[config.mk]
export PLATFORM = sky130hd
export DESIGN_NAME = lcbas_store
export DESIGN_NICKNAME = d
export VERILOG_FILES = /design/src/rtl/lcbas_pkg.sv /design/src/rtl/lcbas_store.sv
export SDC_FILE = /design/constraint.sdc
export NUM_CORES = 2
export LEC_CHECK = 0
export ABC_CLOCK_PERIOD_IN_PS = 10200
export BUFFER_PORTS_ARGS = -buffer_cell sky130_fd_sc_hd__buf_2
export CORE_ASPECT_RATIO = 0.75
export CORE_MARGIN = 8
export CORE_UTILIZATION = 40
export DETAILED_ROUTE_END_ITERATION = 8
export GPL_TIMING_DRIVEN = 1
export HOLD_SLACK_MARGIN = 0.03
export PLACE_DENSITY_LB_ADDON = 0.05
export SKIP_LAST_GASP = 1
export SLEW_MARGIN = 20
export SYNTH_ARGS = -nofsm -noshare
export SYNTH_HDL_FRONTEND = slang
export SYNTH_SLANG_ARGS = --single-unit
[constraint.sdc]
create_clock -name clk -period 10.2 [get_ports clk]
set_clock_uncertainty 0.1 [all_clocks]
set_input_delay 2.04 -clock clk [delete_from_list [all_inputs] [get_ports clk]]
set_output_delay 2.04 -clock clk [all_outputs]
set_load 0.005 [all_outputs]
[src/rtl/lcbas_pkg.sv]
// shared types and constants of the led cube bit angle scan
package lcbas_pkg;

  localparam int COORD_W = 3;
  localparam int DIM     = 8;
  localparam int LEVEL_W = 8;
  localparam int ROW_AW  = 2 * COORD_W;
  localparam int ROW_W   = DIM * LEVEL_W;
  localparam int ROWS    = DIM * DIM;

  localparam logic [1:0] OP_TICK  = 2'd0;
  localparam logic [1:0] OP_WRITE = 2'd1;
  localparam logic [1:0] OP_FILL  = 2'd2;

  typedef struct packed {
    logic [1:0]         operation;
    logic [COORD_W-1:0] voxel_x;
    logic [COORD_W-1:0] voxel_y;
    logic [COORD_W-1:0] voxel_z;
    logic [LEVEL_W-1:0] brightness;
  } cmd_t;

  typedef struct packed {
    logic [COORD_W-1:0] layer_index;
    logic [DIM-1:0]     layer_select;
    logic [ROW_W-1:0]   column_bits;
  } result_t;

  // one write beat into the voxel store
  typedef struct packed {
    logic               en;
    logic               fill;
    logic [ROW_AW-1:0]  addr;
    logic [COORD_W-1:0] lane;
    logic [LEVEL_W-1:0] value;
  } store_wr_t;

endpackage

[src/rtl/lcbas_store.sv]
// voxel store: 64 rows of eight brightness bytes, fill value and row valid bits
module lcbas_store
  import lcbas_pkg::*;
(
  input  logic              clk,
  input  logic              rst,
  input  store_wr_t         wr,
  input  logic              rd_en,
  input  logic [ROW_AW-1:0] rd_addr,
  output logic [ROW_W-1:0]  rd_data
);

  logic [ROW_W-1:0]   mem [ROWS];
  logic [ROWS-1:0]    row_valid;
  logic [LEVEL_W-1:0] fill_value;
  logic [ROW_W-1:0]   rd_raw;
  logic               rd_row_valid;

  // a row not yet written since the last fill reads as the fill value
  always_ff @(posedge clk) begin
    if (rst) begin
      row_valid  <= '0;
      fill_value <= '0;
    end else if (wr.en) begin
      if (wr.fill) begin
        row_valid  <= '0;
        fill_value <= wr.value;
      end else begin
        row_valid[wr.addr] <= 1'b1;
      end
    end
  end

  // byte-lane write; a row that is not valid gets the fill value in its other lanes
  always_ff @(posedge clk) begin
    if (wr.en && !wr.fill) begin
      for (int b = 0; b < DIM; b++) begin
        if (b == int'(wr.lane)) begin
          mem[wr.addr][b*LEVEL_W +: LEVEL_W] <= wr.value;
        end else if (!row_valid[wr.addr]) begin
          mem[wr.addr][b*LEVEL_W +: LEVEL_W] <= fill_value;
        end
      end
    end
  end

  always_ff @(posedge clk) begin
    if (rd_en) begin
      rd_raw       <= mem[rd_addr];
      rd_row_valid <= row_valid[rd_addr];
    end
  end

  assign rd_data = rd_row_valid ? rd_raw : {DIM{fill_value}};

endmodule

# --- Word level (Yosys, flattened, before mapping) ---
# Memories as Yosys holds them, arrays and structs flattened. A register that Yosys moved wholly into a read port is not among the register bits.
# Cells that the tools add are included.
classes:
  order_cmp: 3
  n_eq_ne: 7
  n_bitwise: 9
  n_mux: 65
  reduce_logical: 5
ops:
  columns: ["op", "n"]
  rows:
  - ["$mux 64", 2]
  - ["$mux 8", 8]
  - ["$or 64x64->64", 1]
  - ["$mux 1", 52]
  - ["$lt 6x7->1 const B", 2]
  - ["$bmux 1 s6", 2]
  - ["$eq 3x3->1 const A", 4]
  - ["$or 1x1->1", 8]
  - ["$demux 1 s6", 1]
  - ["$eq 2x3->1 const A", 2]
  - ["$ge 6x1->1 const B", 1]
  - ["$eq 1x3->1 const A", 1]
  - ["$logic_not 3->1", 1]
  - ["$logic_and 1x1->1", 2]
  - ["$reduce_and 2->1", 1]
  - ["$logic_not 1->1", 1]
word_totals:
  output_inout_bits: 64
  ff_bits: 73
  input_bits: 28
  mem_count: 1
  elab_cells: 93
  ram_bits: 4096
mem_list:
  columns: ["name", "words", "width", "read_ports", "rd_clocked_by_memory_dff", "write_ports", "line", "source"]
  rows:
  - ["mem", 64, 64, 1, 1, 1, "lcbas_store.sv:13", "logic [ROW_W-1:0] mem [ROWS];"]

# --- Longest topological paths before layout ---
logic_depth:
  word_depth: 7
  mapped_depth: 10
  mapped_depth_nobuf: 6

# --- Least setup slack after synthesis ---
# No wires, ideal clock.
synth_path:
  kind: "input to register"
  start: "in wr[13] (netlist name)"
  end: "mem mem[0][24] (netlist name) (data pin)"
  path_buffers: 3
  t_arrival_ns: 4.398
  stages: 9
  required_time_ns: 9.749
  setup_ns: 0.351
  setup_slack_ns: 5.351
  path_cell_list: "clkbuf_1 > mux2_2 > a221o_1 > a2bb2oi_1 > o2111a_1 > buf_2 > o211a_1 > buf_4 > mux2_2"
synth_between:
  elab_chain_len: 7
synth_rtl:
  columns: ["element", "line", "source"]
  rows:
  - ["start: declaration", "lcbas_store.sv:7", "input store_wr_t wr,"]
  - ["$bmux 1 s6", "lcbas_store.sv:40", "end else if (!row_valid[wr.addr]) begin"]
  - ["$mux 1 (implied by the code)", "lcbas_store.sv:40", null]
  - ["$mux 1", "lcbas_store.sv:40", null]
  - ["$mux 1", "lcbas_store.sv:38", "if (b == int'(wr.lane)) begin"]
  - ["$mux 1", "lcbas_store.sv:36", "if (wr.en && !wr.fill) begin"]
  - ["$mux 1 (implied by the code)", "lcbas_store.sv:41", "mem[wr.addr][b*LEVEL_W +: LEVEL_W] <= fill_value;"]
  - ["$mux 8 (no source line)", null, null]
  - ["end: declaration", "lcbas_store.sv:13", null]
# No other way between the ends. The select of a mux whose other input is x is not followed.

# --- Final worst setup path ---
layout_path:
  start: "in wr[13] (netlist name)"
  end: "mem mem[5][44] (netlist name) (data pin)"
# Same word-level chain as after synthesis.

==> results_dict.tcl <==
set metrics [dict create \
    synth-seq-cells 4233 \
    vias 78800 \
    grt_max_degree 147 \
    overflow 0 \
    p_leak_nw 57.0 \
    synth_xor_area_share_pct 0 \
    cp_max_fo 42 \
    yosys.area_share.adder_pct 0 \
    post_cts_resized 0 \
    syn_avg_cell_area_um2 23.1 \
    synth_area_leaders "edfxtp_1 76%, mux4_2 19%, nor2_1 1.3%, dfxtp_1 0.88%, clkbuf_1 0.58%" \
    area.growth.synth_to_final_pct 13.0 \
    setup_viol 0 \
    fin_util_pct 45.4 \
    dieWidth_um 756 \
    drt-wirelength-per-cell_um 39.4 \
    core_area_um2 408000 \
    ir_drop_mv 0.132 \
    grt_use_total_pct 23.8 \
    status "completed" \
    synth_top_area_share_pct 76.1 \
    mostFrequentLayoutCell "edfxtp_1" \
    cp_slowest_cell "nor3_2" \
    synthSimpleGateAreaFrac_pct 2.03 \
    synth-compound-area-share_pct 0.444 \
    cap_violations 0 \
    remaining_drc_errors 0 \
    clk_latency_ns 1.00 \
    slew_viol_final 0 \
    drive_gt1_share_pct 31.5 \
    crit_arrival_ns 6.56 \
    cts.clk_slew.worst_paths_ns 0.07 \
    io_pins 92 \
    clock_path_buffers 4 \
    syn-num-nets 7122 \
    place_area_um2 172000 \
    slew_headroom_pct 17.3 \
    dieArea_um2 431000 \
    hpwl_um 319000 \
    cts-root-buf "clkbuf_16" \
    seqCellArea_um2 126000 \
    setup-tns-final_ns 0 \
    cp_top_family "buffers and inverters" \
    cp.depth 8 \
    final.min_clock_period_ns 5.96 \
    ys_types 38 \
    antenna_found_initial 86 \
    max_freq_ghz 0.168 \
    whs_path_depth 2 \
    ant_nets 0 \
    cts_tree "yes" \
    grt_pass1_vias 78100 \
    hold_viol 0 \
    worstRegToRegCells 8 \
    tightest_slew_ns 1.24 \
    finalCritPeriodShare_pct 58.4 \
    critPathKind "in2reg" \
    layout_common_cells "4161 x edfxtp_1, 1368 x mux4_2, 587 x nor2_1" \
    drtIter0Drc 9768 \
    wl_um 521000 \
    grt_pass1_wl_um 711000 \
    yosysSeqAreaShare_pct 77.0 \
    synth_top_family_by_area "multiplexers" \
    cp-start-kind "input port" \
    die_h_um 571 \
    syn_inst 7094 \
    fill_cells 33800 \
    vias_per_cell 5.96 \
    crit_top_cell "mux2_2" \
    first_pass_iters 6 \
    start_util_pct 40.2 \
    cts_sinks 4233 \
    final_area_um2 186000 \
    yosys.area.top_type "edfxtp_1" \
    nNetsFinal 7401 \
    multiInputGateArea_um2 36100 \
    htree_levels 5 \
    grt_setup_unrepaired "no" \
    worst-path-buf-inv 2 \
    critical_path.max_stage_delay_ns 0.98 \
    rows 203 \
    port-buffer-count 91 \
    place.gp.congestion 0.842 \
    cts_made_buffers 419 \
    synth_mux_area_share_pct 19.4 \
    syn_area_um2 164000 \
    required_ns 10.80 \
    path_cells "buf_2 > mux2_2 > a221o_1 > a2bb2oi_1 > o2111ai_1 > nor3_2 > mux2_2 > buf_4" \
    power_density_nw_per_um2 201 \
    yosys_warnings 0 \
    cp-end-kind "register" \
    cts_setup_buffers 0 \
    min_path_type "reg2reg" \
    cts_hold_buf 0 \
]
[synthesized netlist by cell type]
library cell,instances
edfxtp_1,4161
mux4_2,1368
nor2_1,587
clkbuf_1,254
nand2_1,209
buf_2,133
dfxtp_1,72
mux2_2,70
a31oi_1,65
buf_1,50
mux2i_1,19
nand3_1,14
nand2b_1,11
a21oi_1,9
a21oi_2,8
nor2b_1,8
a22oi_1,6
buf_4,5
nor3_1,5
a2bb2oi_1,4
and2_1,4
inv_1,3
nor3_2,3
o211a_1,3
o21ai_0,3
and3_1,2
and3b_1,2
nand4_1,2
nor3b_1,2
o2111a_1,2
o211ai_1,2
o311a_1,2
a221o_1,1
buf_6,1
nand3b_1,1
o2111ai_1,1
o21ai_1,1
or3b_2,1
[layer usage]
layer	global-route usage [%]	part of all wire, %	vias to the layer above
met3	5.33	8.1	626
met4	6.86	2.6	10
met2	35.7	46	3731
met5	0	0.012	-
met1	35.2	44	43700
li1	-	-	30700
[path summary, 6_finish.rpt]
path                                            startpoint                          to  slack, ns
worst min-delay path            row_valid[55]$_SDFFE_PP0P_  row_valid[55]$_SDFFE_PP0P_       0.40
worst max register to register  row_valid[38]$_SDFFE_PP0P_       mem[11][29]$_DFFE_PP_       5.69
worst max-delay path                                wr[13]        mem[5][44]$_DFFE_PP_       4.24
worst min register to register  row_valid[55]$_SDFFE_PP0P_  row_valid[55]$_SDFFE_PP0P_       0.40
[flip-flops by register name, indices dropped and copies added, names as in the netlist]
signal / flops
fill_value: 8
row_valid: 64
rd_raw: 64
mem: 4096
rd_row_valid: 1
[kinds of logic (layout without fill, tap and decap cells)]
| family | after synthesis | count (layout) |
|---|---|---|
| compound gates | 107 | 107 |
| buf+inv | 446 | 1078 |
| flops | 4233 | 4233 |
| mux | 1457 | 1457 |
| other cells | 0 | 77 |
| simple gates | 851 | 851 |
[report_power, final]
group          switching (mW)  total [mW]  leakage, nW  internal, mW
registers              0.0240        19.4         38.2          19.3
clock network            6.74        15.6         6.60          8.89
logic                    1.49        2.20         12.2         0.709
total                    8.25        37.2         57.0          28.9
[cell type report]
cell class,instances,share of cell area (%)
antenna,77,0.104
clock buffer,514,6.00
clock inverter,260,1.34
inverter,3,0.00607
multi-input combinational,2415,19.5
sequential,4233,68.1
tap,5432,3.66
timing repair buffer,301,1.27
[stage by stage]
stage / cells / hold slack [ns] / worst slack, ns / power, mW
after floorplan: 7094 / 0.346 / 5.35 / 20.9
after global placement: 12400 / 0.377 / 3.24 / 22.0
after detailed placement: 12400 / 0.379 / 3.24 / 22.0
after CTS: 13200 / 0.394 / 4.22 / 37.5
after global routing: 13200 / 0.430 / 4.12 / 38.2
final: 13200 / 0.405 / 4.24 / 37.2
[worst reg2reg max path: stages (launching register included)]
cell and delay [ns]:
dfxtp_1 0.35, mux2_2 0.27, mux4_2 0.47, o21ai_1 0.28, o2111a_2 0.47, buf_4 0.28, o211a_1 0.52, mux2_2 0.95
buf_4 0.54
(Power assumes the default switching activity.)
